<file path="src/fpba_pkg.sv">
// ----------------------------------------------------------------------------
// fpba_pkg
// Shared types and codes for the fit-policy block allocator.
// ----------------------------------------------------------------------------
package fpba_pkg;

    // input word kinds (s_axis_tuser)
    localparam logic CMD_LOAD  = 1'b0;
    localparam logic CMD_ALLOC = 1'b1;

    // selection rules; the unused code behaves as first fit
    localparam logic [1:0] POLICY_FIRST = 2'd0;
    localparam logic [1:0] POLICY_BEST  = 2'd1;
    localparam logic [1:0] POLICY_WORST = 2'd2;

    // configuration register indexes
    localparam logic REG_FIT_POLICY    = 1'b0;
    localparam logic REG_BLOCKS_IN_USE = 1'b1;

    localparam int CFG_DATA_W       = 4;
    localparam int IDX_FIELD_W      = 3;
    localparam int SIZE_FIELD_W     = 16;
    localparam int DATA_W           = 24;
    localparam logic [3:0] BLOCKS_RESET = 4'd8;

    typedef struct packed {
        logic load_write;  // write a loaded free size
        logic scan_start;  // latch request, clear search state
        logic scan_issue;  // read next entry
        logic write_back;  // store reduced size of chosen entry
        logic out_load;    // capture result word
    } dp_cmd_t;

    typedef struct packed {
        logic scan_last;   // entry being read is the last searched one
        logic limit_zero;  // nothing to search
        logic out_free;    // result register can take a word
    } dp_status_t;

endpackage

</file>
<file path="src/fit_policy_block_allocator_core.sv">
// ----------------------------------------------------------------------------
// fit_policy_block_allocator_core
// Block allocator with first, best and worst fit over a table of free sizes.
// ----------------------------------------------------------------------------
// A load word (tuser 0) writes one table entry and gives no result. An
// allocate word (tuser 1) scans entries 0 to min(blocks_in_use, NUM_BLOCKS)-1
// with one comparator that reads the table one entry per cycle through the
// table's single read port; no new word is accepted until the scan is done
// and its result is loaded into the output register. The result word sits in
// an output register and the next word is accepted while it waits. Table
// entries have no reset and must be loaded before they are searched.
// ----------------------------------------------------------------------------
module fit_policy_block_allocator_core
    import fpba_pkg::*;
#(
    parameter int NUM_BLOCKS = 8,
    parameter int SIZE_BITS  = 16
)
(
    input  logic                  clk,
    input  logic                  rst_n,
    input  logic                  s_axis_tvalid,
    output logic                  s_axis_tready,
    input  logic [DATA_W-1:0]     s_axis_tdata,  // block_index[2:0], size_value[18:3]
    input  logic                  s_axis_tuser,  // cmd
    output logic                  m_axis_tvalid,
    input  logic                  m_axis_tready,
    output logic [DATA_W-1:0]     m_axis_tdata,  // chosen_block[2:0], left_after[18:3]
    output logic                  m_axis_tuser,  // granted
    input  logic                  cfg_valid,
    output logic                  cfg_ready,
    input  logic                  cfg_index,
    input  logic [CFG_DATA_W-1:0] cfg_data
);

    localparam int ADDR_W = (NUM_BLOCKS > 1) ? $clog2(NUM_BLOCKS) : 1;
    localparam int CNT_W  = $clog2(NUM_BLOCKS + 1);

    logic [1:0]              fit_policy_reg;
    logic [3:0]              blocks_in_use_reg;
    logic [CNT_W-1:0]        limit;
    dp_cmd_t                 cmd;
    dp_status_t              status;
    logic [IDX_FIELD_W-1:0]  chosen_block;
    logic [SIZE_FIELD_W-1:0] left_after;

    assign cfg_ready = 1'b1;

    always_ff @(posedge clk or negedge rst_n)
    begin
        if (!rst_n)
        begin
            fit_policy_reg    <= POLICY_FIRST;
            blocks_in_use_reg <= BLOCKS_RESET;
        end
        else if (cfg_valid && cfg_ready)
        begin
            unique case (cfg_index)
                REG_FIT_POLICY:    fit_policy_reg    <= cfg_data[1:0];
                REG_BLOCKS_IN_USE: blocks_in_use_reg <= cfg_data;
                default:           ;
            endcase
        end
    end

    // saturate the search length to the table depth
    always_comb
    begin
        if (32'(blocks_in_use_reg) > NUM_BLOCKS)
        begin
            limit = CNT_W'(NUM_BLOCKS);
        end
        else
        begin
            limit = CNT_W'(blocks_in_use_reg);
        end
    end

    fpba_ctrl u_ctrl (
        .clk      (clk),
        .rst_n    (rst_n),
        .in_valid (s_axis_tvalid),
        .in_cmd   (s_axis_tuser),
        .in_ready (s_axis_tready),
        .status   (status),
        .cmd      (cmd)
    );

    fpba_datapath #(
        .NUM_BLOCKS (NUM_BLOCKS),
        .SIZE_BITS  (SIZE_BITS),
        .ADDR_W     (ADDR_W),
        .CNT_W      (CNT_W)
    ) u_datapath (
        .clk          (clk),
        .rst_n        (rst_n),
        .cmd          (cmd),
        .status       (status),
        .fit_policy   (fit_policy_reg),
        .limit        (limit),
        .block_index  (s_axis_tdata[2:0]),
        .size_value   (s_axis_tdata[18:3]),
        .out_valid    (m_axis_tvalid),
        .out_ready    (m_axis_tready),
        .granted      (m_axis_tuser),
        .chosen_block (chosen_block),
        .left_after   (left_after)
    );

    assign m_axis_tdata = {5'd0, left_after, chosen_block};

endmodule

</file>
<file path="src/fpba_ctrl.sv">
// ----------------------------------------------------------------------------
// fpba_ctrl
// Sequencer: accepts words, steps the table scan, hands off results.
// ----------------------------------------------------------------------------
module fpba_ctrl
    import fpba_pkg::*;
(
    input  logic       clk,
    input  logic       rst_n,
    input  logic       in_valid,
    input  logic       in_cmd,
    output logic       in_ready,
    input  dp_status_t status,
    output dp_cmd_t    cmd
);

    typedef enum logic [3:0] {
        ST_IDLE   = 4'b0001,
        ST_SCAN   = 4'b0010,
        ST_LAST   = 4'b0100,
        ST_FINISH = 4'b1000
    } state_t;

    state_t state_reg;
    state_t state_next;
    logic   accept;

    assign in_ready = (state_reg == ST_IDLE);
    assign accept   = in_valid && in_ready;

    always_comb
    begin
        state_next = state_reg;
        cmd        = '0;
        unique case (state_reg)
            ST_IDLE:
            begin
                if (accept)
                begin
                    if (in_cmd == CMD_ALLOC)
                    begin
                        cmd.scan_start = 1'b1;
                        state_next = status.limit_zero ? ST_FINISH : ST_SCAN;
                    end
                    else
                    begin
                        cmd.load_write = 1'b1;
                    end
                end
            end
            ST_SCAN:
            begin
                cmd.scan_issue = 1'b1;
                if (status.scan_last)
                begin
                    state_next = ST_LAST;
                end
            end
            ST_LAST:
            begin
                // last read entry is compared here
                state_next = ST_FINISH;
            end
            ST_FINISH:
            begin
                // write-back may repeat while waiting; same value each time
                cmd.write_back = 1'b1;
                if (status.out_free)
                begin
                    cmd.out_load = 1'b1;
                    state_next   = ST_IDLE;
                end
            end
            default:
            begin
                state_next = ST_IDLE;
            end
        endcase
    end

    always_ff @(posedge clk or negedge rst_n)
    begin
        if (!rst_n)
        begin
            state_reg <= ST_IDLE;
        end
        else
        begin
            state_reg <= state_next;
        end
    end

    a_alloc_leaves_idle: assert property (@(posedge clk) disable iff (!rst_n)
        accept && (in_cmd == CMD_ALLOC) |=> state_reg != ST_IDLE)
        else $error("allocate accepted but sequencer stayed idle");

    a_load_stays_idle: assert property (@(posedge clk) disable iff (!rst_n)
        accept && (in_cmd == CMD_LOAD) |=> state_reg == ST_IDLE)
        else $error("load word left the idle state");

endmodule

</file>
<file path="src/fpba_datapath.sv">
// ----------------------------------------------------------------------------
// fpba_datapath
// Free-size table, single comparator scan, write-back and result register.
// ----------------------------------------------------------------------------
module fpba_datapath
    import fpba_pkg::*;
#(
    parameter int NUM_BLOCKS = 8,
    parameter int SIZE_BITS  = 16,
    parameter int ADDR_W     = 3,
    parameter int CNT_W      = 4
)
(
    input  logic                    clk,
    input  logic                    rst_n,
    input  dp_cmd_t                 cmd,
    output dp_status_t              status,
    input  logic [1:0]              fit_policy,
    input  logic [CNT_W-1:0]        limit,
    input  logic [IDX_FIELD_W-1:0]  block_index,
    input  logic [SIZE_FIELD_W-1:0] size_value,
    output logic                    out_valid,
    input  logic                    out_ready,
    output logic                    granted,
    output logic [IDX_FIELD_W-1:0]  chosen_block,
    output logic [SIZE_FIELD_W-1:0] left_after
);

    logic [SIZE_BITS-1:0]    mem [NUM_BLOCKS];
    logic [SIZE_BITS-1:0]    rd_data_reg;
    logic [ADDR_W-1:0]       scan_addr_reg;
    logic [ADDR_W-1:0]       cmp_idx_reg;
    logic                    cmp_valid_reg;
    logic [SIZE_BITS-1:0]    req_reg;
    logic                    found_reg;
    logic [ADDR_W-1:0]       best_idx_reg;
    logic [SIZE_BITS-1:0]    best_val_reg;
    logic                    out_valid_reg;
    logic                    out_granted_reg;
    logic [IDX_FIELD_W-1:0]  out_block_reg;
    logic [SIZE_FIELD_W-1:0] out_left_reg;

    logic                    load_in_range;
    logic [ADDR_W-1:0]       load_addr;
    logic                    fits;
    logic                    take;
    logic [SIZE_BITS-1:0]    remain;

    assign load_in_range = (32'(block_index) < NUM_BLOCKS);
    assign load_addr     = ADDR_W'(32'(block_index));
    assign remain        = best_val_reg - req_reg;

    assign status.scan_last  = ((CNT_W'(scan_addr_reg) + CNT_W'(1)) == limit);
    assign status.limit_zero = (limit == '0);
    assign status.out_free   = !out_valid_reg || out_ready;

    // candidate selection on the word read last cycle
    always_comb
    begin
        fits = cmp_valid_reg && (rd_data_reg >= req_reg);
        take = 1'b0;
        if (fits)
        begin
            if (!found_reg)
            begin
                take = 1'b1;
            end
            else
            begin
                case (fit_policy)
                    POLICY_BEST:  take = (rd_data_reg < best_val_reg);
                    POLICY_WORST: take = (rd_data_reg > best_val_reg);
                    default:      take = 1'b0;
                endcase
            end
        end
    end

    // table: one write port, one registered read port
    always_ff @(posedge clk)
    begin
        if (cmd.load_write && load_in_range)
        begin
            mem[load_addr] <= SIZE_BITS'(size_value);
        end
        else if (cmd.write_back && found_reg)
        begin
            mem[best_idx_reg] <= remain;
        end
        rd_data_reg <= mem[scan_addr_reg];
    end

    always_ff @(posedge clk)
    begin
        cmp_idx_reg <= scan_addr_reg;
        if (cmd.scan_start)
        begin
            req_reg <= SIZE_BITS'(size_value);
        end
        if (take)
        begin
            best_idx_reg <= cmp_idx_reg;
            best_val_reg <= rd_data_reg;
        end
        if (cmd.out_load)
        begin
            out_granted_reg <= found_reg;
            out_block_reg   <= found_reg ? IDX_FIELD_W'(best_idx_reg) : '0;
            out_left_reg    <= found_reg ? SIZE_FIELD_W'(remain) : '0;
        end
    end

    always_ff @(posedge clk or negedge rst_n)
    begin
        if (!rst_n)
        begin
            scan_addr_reg <= '0;
            cmp_valid_reg <= 1'b0;
            found_reg     <= 1'b0;
            out_valid_reg <= 1'b0;
        end
        else
        begin
            cmp_valid_reg <= cmd.scan_issue;
            if (cmd.scan_start)
            begin
                scan_addr_reg <= '0;
                found_reg     <= 1'b0;
            end
            else
            begin
                if (cmd.scan_issue)
                begin
                    scan_addr_reg <= scan_addr_reg + ADDR_W'(1);
                end
                if (take)
                begin
                    found_reg <= 1'b1;
                end
            end
            if (cmd.out_load)
            begin
                out_valid_reg <= 1'b1;
            end
            else if (out_ready)
            begin
                out_valid_reg <= 1'b0;
            end
        end
    end

    assign out_valid    = out_valid_reg;
    assign granted      = out_granted_reg;
    assign chosen_block = out_block_reg;
    assign left_after   = out_left_reg;

    a_no_overwrite: assert property (@(posedge clk) disable iff (!rst_n)
        cmd.out_load |-> !out_valid_reg || out_ready)
        else $error("result register overwritten while still pending");

    a_single_writer: assert property (@(posedge clk) disable iff (!rst_n)
        !(cmd.load_write && cmd.write_back))
        else $error("load and write-back in the same cycle");

    a_grant_fits: assert property (@(posedge clk) disable iff (!rst_n)
        cmd.out_load && found_reg |-> best_val_reg >= req_reg)
        else $error("granted block smaller than request");

endmodule
</file>
<file path="config.mk">
export PLATFORM = sky130hd
export DESIGN_NAME = fit_policy_block_allocator_core
export DESIGN_NICKNAME = d
export VERILOG_FILES = /design/src/fpba_pkg.sv /design/src/fit_policy_block_allocator_core.sv /design/src/fpba_ctrl.sv /design/src/fpba_datapath.sv
export SDC_FILE = /design/constraint.sdc
export NUM_CORES = 1
export LEC_CHECK = 0
export BUFFER_PORTS_ARGS = -buffer_cell sky130_fd_sc_hd__buf_2
export CAP_MARGIN = 40
export CORE_MARGIN = 8
export CORE_UTILIZATION = 60
export DETAILED_ROUTE_END_ITERATION = 10
export PLACE_DENSITY = 0.83
export SLEW_MARGIN = 30
export SYNTH_ARGS = -nofsm -noshare
export SYNTH_HDL_FRONTEND = slang
export SYNTH_SLANG_ARGS = --single-unit
export TNS_END_PERCENT = 1
</file>
<file path="constraint.sdc">
create_clock -name clk -period 4 [get_ports clk]
set_input_delay 0.4 -clock clk [delete_from_list [all_inputs] [get_ports clk]]
set_output_delay 0.4 -clock clk [all_outputs]
set_load 0.005 [all_outputs]
</file>
==> flow_summary.yaml, run 1 <==
power:
  p_per_area_mw_per_mm2: 571
  leakage_uw: 0.00408
  power_switching_uw: 1720
  p_int_uw: 4550
  p_clk_frac: 0.326
  power_frac_comb: 0.211
  ir_worst_vdd_uv: 302
  swShare: 0.274
  finalPower_uw: 6270
  pwr-share-seq: 0.464
min_path:
  worstHoldPathType: "in -> reg"
  min_to: "u_datapath.req_reg[12]"
  worstHoldStart: "s_axis_tdata[15]"
  hold_path_depth: 1
sta:
  fin_hold_ws_ns: 0.0770
  setup_violations: 0
  period_share: 0.782
  relSlewSlack: 0.489
  finalClockSkew_ns: 0.0211
  tightest_slew_ns: 0.763
  fmax_mhz: 320
  hold_violations: 0
  period_needed_ns: 3.13
  fin_tns_setup_ns: 0
  drv_slew: 0
  rsz0062_at_grt: "false"
synthesis:
  ys_seq_area_frac: 0.647
  yosys.area.top_type: "edfxtp_1"
  postSynthAreaPerCell_um2: 15.3
  synth-edff-count: 183
  syn_area_mm2: 0.00970
  ys_warn_count: 0
  synth_ff_type: "edfxtp_1"
  synth_top_area_frac: 0.566
  syn_inst: 634
  ys_ff_latch: 218
  synth_area_leaders: "edfxtp_1 (57%), mux4_2 (7.4%), ha_1 (6.4%), dfxtp_1 (3.9%), dfrtp_1 (3.6%)"
  async_flop_share: 0.0734
  yosysUniqueCellTypes: 62
floorplanning:
  placementRows: 46
  fp.dieH_um: 143
  start_util: 0.613
  fp.dieArea_mm2: 0.0205
  core-area_mm2: 0.0158
  die_width_um: 143
  num_io_pins: 63
placement:
  place.gp.congestion: 0.882
  port_buffers: 51
  placed_area_mm2: 0.0102
  hpwl_um: 13900
drt:
  drtIter0Drc: 448
  drcViolationCount: 0
  dr.pass1.iters: 5
  via_per_inst: 5.95
  ant_nets: 0
  wire_per_inst_um: 21.7
  route.vias.total: 5577
  drt-total-wl_um: 20300
clock_tree:
  clock_path_buffers: 3
  cts-root-buf: "clkbuf_16"
  cts.sinks: 218
  hold_buffers: 1
  clock_latency_ns: 0.51
  cts_tree: "built"
  cts.clk_slew.worst_paths_ns: 0.06
  cts_setup_buffers: 0
  htreeDepth: 1
  post_cts_resized: 0
  cts_buffers: 22
critical_path:
  cp-start-kind: "register"
  reg2reg_depth: 8
  end_kind: "register"
  path_class: "reg -> reg"
  timing.rr.end: "u_datapath.mem[1][14]"
  critPathArrivalTime_ns: 3.34
  r2r_start: "u_datapath.req_reg[0]"
  r2r_slack_ns: 0.87
  required_ns: 4.21
  cp_max_fo: 8
cells_and_area:
  drive_gt1_frac: 0.232
  area_delta_synth_final_pct: 13.1
  largest-register: "u_datapath.mem"
  regArea_mm2: 0.00628
  fin_nets: 791
  num-fill-cells: 988
  largest_reg_flops: 128
  n_antenna_cell: 0
  multi_input_area_mm2: 0.00318
  fin_area_mm2: 0.0110
grt:
  grt_pass1_wl_um: 31400
  grtUsageTotal: 0.203
  antenna_found_initial: 0
  globalRouteOverflowTotal: 0
  grt_max_degree: 37
  first_global_vias: 5908
run_status:
  outcome: "finished, final reports clean"
run:
  max_cap_viol_count: 0
## critical path, cell delays in order (launching register included)
cell      delay [ns]
edfxtp_1        0.41
ha_1            0.23
fa_1            0.41
nand2b_1        0.19
a21oi_1         0.29
o21ai_1         0.16
a31oi_1         0.41
mux2i_1         0.17
o21ai_1         0.56
## worst max-delay path by stage
stage                                     start                          end  cells after the start
finish                    u_datapath.req_reg[0]        u_datapath.mem[1][14]                      8
global route              u_datapath.req_reg[0]        u_datapath.mem[1][14]                      8
CTS                       u_datapath.req_reg[0]        u_datapath.mem[0][12]                      8
detailed placement        u_datapath.req_reg[0]        u_datapath.mem[7][12]                      8
global placement    u_datapath.best_val_reg[15]  u_datapath.best_val_reg[11]                      8
floorplan           u_datapath.best_val_reg[15]   u_datapath.best_idx_reg[0]                      7
## routing by layer
layer	global-route usage	wire length, µm	vias up
li1	-	-	2536
met1	0.247	8070	2780
met2	0.354	10300	217
met3	0.0337	1320	44
met4	0.0811	588	0
met5	0	0	-
## cell type report
type / count / area share
Timing Repair Buffer: 66 / 0.0341
Clock buffer: 35 / 0.0584
Tap cell: 216 / 0.0246
Inverter: 41 / 0.0140
Multi-Input combinational cell: 356 / 0.290
Clock inverter: 5 / 0.00695
Sequential cell: 218 / 0.572
## power by group through the flow
| stage | Combinational (µW) | Clock [µW] | Sequential, µW |
|---|---|---|---|
| floorplan | 1010 | 0 | 2850 |
| global placement | 1230 | 0 | 2940 |
| detailed placement | 1290 | 0 | 2960 |
| CTS | 1320 | 2060 | 2910 |
| global route | 1450 | 2150 | 2940 |
| finish | 1320 | 2040 | 2910 |
## metrics by stage
step | utilization | setup slack [ns] | instances
after floorplan | - | 0.960 | 638
after global placement | 0.646 | 1.08 | 895
after detailed placement | 0.647 | 0.976 | 896
after CTS | 0.693 | 0.925 | 937
after global routing | 0.693 | 0.809 | 937
final | 0.693 | 0.873 | 937
## cells in the mapped netlist, drive strengths merged (4+ instances only)
| cell | instances |
|---|---|
| a21oi | 27 |
| a31oi | 7 |
| and2 | 12 |
| buf | 14 |
| clkbuf | 9 |
| dfrtp | 14 |
| dfxtp | 19 |
| edfxtp | 183 |
| ha | 50 |
| inv | 41 |
| mux2 | 30 |
| mux4 | 32 |
| nand2 | 36 |
| nand2b | 6 |
| nand4 | 5 |
| nor2 | 37 |
| nor2b | 5 |
| nor3 | 5 |
| nor4b | 4 |
| o211ai | 4 |
| o21a | 8 |
| o21ai | 26 |
| xnor2 | 5 |
| xor2 | 12 |
## cells in the final DEF, fill, tap and decap left out, types with 5 or more instances in the layout
cell type	instances
ha_1	50
mux2_1	7
a31oi_1	7
mux4_2	32
o21a_1	8
conb_1	6
buf_4	13
nand2_1	35
clkbuf_1	10
xor2_1	12
nor2_1	37
nand2b_1	6
buf_2	51
mux2_2	23
nor3_1	5
and2_1	12
o21ai_0	17
a21oi_1	26
edfxtp_1	183
dfxtp_1	19
dfrtp_1	13
clkbuf_16	23
xnor2_1	5
o21ai_1	9
inv_1	41
## logic make-up after synthesis
family,Yosys count,share of synthesized area
simple gates,119,0.0619
mux,65,0.112
buf+inv,64,0.0280
xor+xnor,17,0.0153
compound gates,98,0.0680
flops,218,0.647
other cells,2,0.000774
fa+ha+maj,51,0.0666
(Power assumes the default switching activity.)
==> run 2: changes to the inputs <==
--- a/config.mk
+++ b/config.mk
@@ -8,9 +8,9 @@
 export BUFFER_PORTS_ARGS = -buffer_cell sky130_fd_sc_hd__buf_2
 export CAP_MARGIN = 40
 export CORE_MARGIN = 8
-export CORE_UTILIZATION = 60
+export CORE_UTILIZATION = 55
 export DETAILED_ROUTE_END_ITERATION = 10
-export PLACE_DENSITY = 0.83
+export PLACE_DENSITY = 0.8
 export SLEW_MARGIN = 30
 export SYNTH_ARGS = -nofsm -noshare
 export SYNTH_HDL_FRONTEND = slang
==> constraint.sdc (replaced) <==
create_clock -name clk -period 2.8 [get_ports clk]
set_input_delay 0.28 -clock clk [delete_from_list [all_inputs] [get_ports clk]]
set_output_delay 0.28 -clock clk [all_outputs]
set_load 0.005 [all_outputs]
==> run 2 against run 1 <==
Effect of this change: routed wire length down 0.65%; register-to-register slack worse by 0.76 ns; cell count up 3.8%; core utilization down 4.5 points; flip-flop and latch count unchanged; global-route usage down 2.0 points; die area up 8.1%; critical path depth up 3; combinational power up 49%; sequential power up 41%; clock skew down 0.0071 ns; largest cell class unchanged; largest power group unchanged.
==> flow_summary.yaml, run 2 (same netlist as run 1, synthesis figures left out) <==
grt:
  antenna_found_initial: 0
  globalRouteOverflowTotal: 0
  grt_max_degree: 36
  grtUsageTotal: 0.183
  grt_pass1_wl_um: 31300
  first_global_vias: 5879
cells_and_area:
  final_common_cell: "edfxtp_1"
  largest_reg_flops: 128
  fin_nets: 818
  n_antenna_cell: 0
  most-common-layout-cells: "edfxtp_1 (183), buf_2 (51), ha_1 (50)"
  drive_gt1_frac: 0.243
  num-fill-cells: 1183
  area_delta_synth_final_pct: 15.6
  largest-register: "u_datapath.mem"
  regArea_mm2: 0.00628
  multi_input_area_mm2: 0.00319
min_path:
  hold_path_depth: 3
  worstHoldPathType: "in -> reg"
  min_to: "fit_policy_reg[1]"
  worstHoldStart: "cfg_data[1]"
clock_tree:
  clock_path_buffers: 3
  clock_latency_ns: 0.50
  cts.sinks: 218
  cts-root-buf: "clkbuf_16"
  cts.clk_slew.worst_paths_ns: 0.06
  htreeDepth: 1
  cts_tree: "built"
  cts_setup_buffers: 0
  cts_buffers: 22
critical_path:
  cp_max_fo: 8
  path_class: "reg -> reg"
  critPathArrivalTime_ns: 2.92
  r2r_slack_ns: 0.11
  reg2reg_depth: 11
  cp-start-kind: "register"
  timing.rr.end: "u_datapath.mem[2][14]"
  end_kind: "register"
  required_ns: 3.04
  r2r_start: "u_datapath.best_val_reg[0]"
floorplanning:
  die_width_um: 149
  placementRows: 48
  fp.dieArea_mm2: 0.0221
  core-area_mm2: 0.0173
  fp.dieH_um: 149
  num_io_pins: 63
  start_util: 0.561
sta:
  fin_tns_setup_ns: 0
  tightest_slew_ns: 0.752
  rsz0062_at_grt: "false"
  relSlewSlack: 0.498
  drv_slew: 0
  hold_violations: 0
  fin_hold_ws_ns: 0.0164
  finalClockSkew_ns: 0.0140
  period_share: 0.959
  fmax_mhz: 372
  setup_violations: 0
  period_needed_ns: 2.69
power:
  leakage_uw: 0.00420
  swShare: 0.276
  power_frac_comb: 0.223
  p_int_uw: 6390
  pwr-share-seq: 0.465
  p_per_area_mw_per_mm2: 787
  p_clk_frac: 0.312
  ir_worst_vdd_uv: 484
  power_switching_uw: 2440
  finalPower_uw: 8830
placement:
  hpwl_um: 13600
  port_buffers: 51
  place.gp.congestion: 0.876
drt:
  ant_nets: 0
  via_per_inst: 5.85
  drtIter0Drc: 346
  dr.pass1.iters: 5
  drt-total-wl_um: 20200
  drcViolationCount: 0
  route.vias.total: 5694
  wire_per_inst_um: 20.7
run_status:
  outcome: "finished, final reports clean"
run:
  max_cap_viol_count: 0
[run 2: routing by layer]
| metal | up-vias | GRT usage | wire length [µm] |
|---|---|---|---|
| li1 | 2599 | - | - |
| met1 | 2823 | 0.223 | 8070 |
| met2 | 209 | 0.314 | 10100 |
| met3 | 63 | 0.0331 | 1210 |
| met4 | 0 | 0.0823 | 778 |
| met5 | - | 0 | 0 |
[run 2: timing repair]
item / CTS / global route
hold buffers: 16 / 1
setup endpoints to repair: 16 / 8
resized for setup: 2 / 1
hold endpoints to repair: 31 / 1
gates cloned: 0 / 0
pin swaps: 0 / 1
[run 2: through the flow]
stage	std cells	cell area [µm²]	setup slack, ns	util
after detailed placement	916	10300	-0.0764	0.598
after CTS	972	11200	0.0580	0.648
after global routing	973	11200	0.00433	0.648
final	973	11200	0.115	0.648
after floorplan	638	9730	0.0397	-
after global placement	916	10300	0.0233	0.598
[run 2: how the worst max path moves through the flow]
stage	startpoint	end	slack [ns]	cells after the start
after floorplan	u_datapath.best_val_reg[15]	u_datapath.best_idx_reg[0]	0.04	7
after global placement	u_datapath.best_val_reg[0]	u_datapath.mem[6][12]	0.02	10
after detailed placement	u_datapath.best_val_reg[0]	u_datapath.mem[1][12]	-0.08	10
after CTS	u_datapath.best_val_reg[0]	u_datapath.mem[5][14]	0.06	11
after global routing	u_datapath.best_val_reg[15]	u_datapath.best_val_reg[11]	0.004	8
final	u_datapath.best_val_reg[0]	u_datapath.mem[2][14]	0.11	11
[run 2: cell type report]
class | count | share of cell area
clock inverters | 10 | 0.00703
well taps | 225 | 0.0251
multi-input cells | 356 | 0.285
flip-flops and latches | 218 | 0.560
inverters | 41 | 0.0137
repair buffers | 93 | 0.0558
clock buffers | 30 | 0.0537
[run 2: power groups by stage]
stage / combinational (µW) / sequential (µW) / clock (µW)
after floorplan: 1450 / 4080 / 0
after global placement: 1870 / 4140 / 0
after detailed placement: 1930 / 4170 / 0
after CTS: 1980 / 4100 / 2810
after global routing: 2200 / 4140 / 2920
final: 1970 / 4110 / 2750
[run 2: worst max-delay path, stage by stage, from the launching register on]
cell and delay, ns:
edfxtp_1 0.35, inv_1 0.05, ha_1 0.22, fa_2 0.36, nand2b_1 0.18, a21oi_1 0.15, buf_4 0.14, o21ai_1 0.09
a31oi_2 0.30, mux2i_1 0.31, o21ai_1 0.11, buf_4 0.18
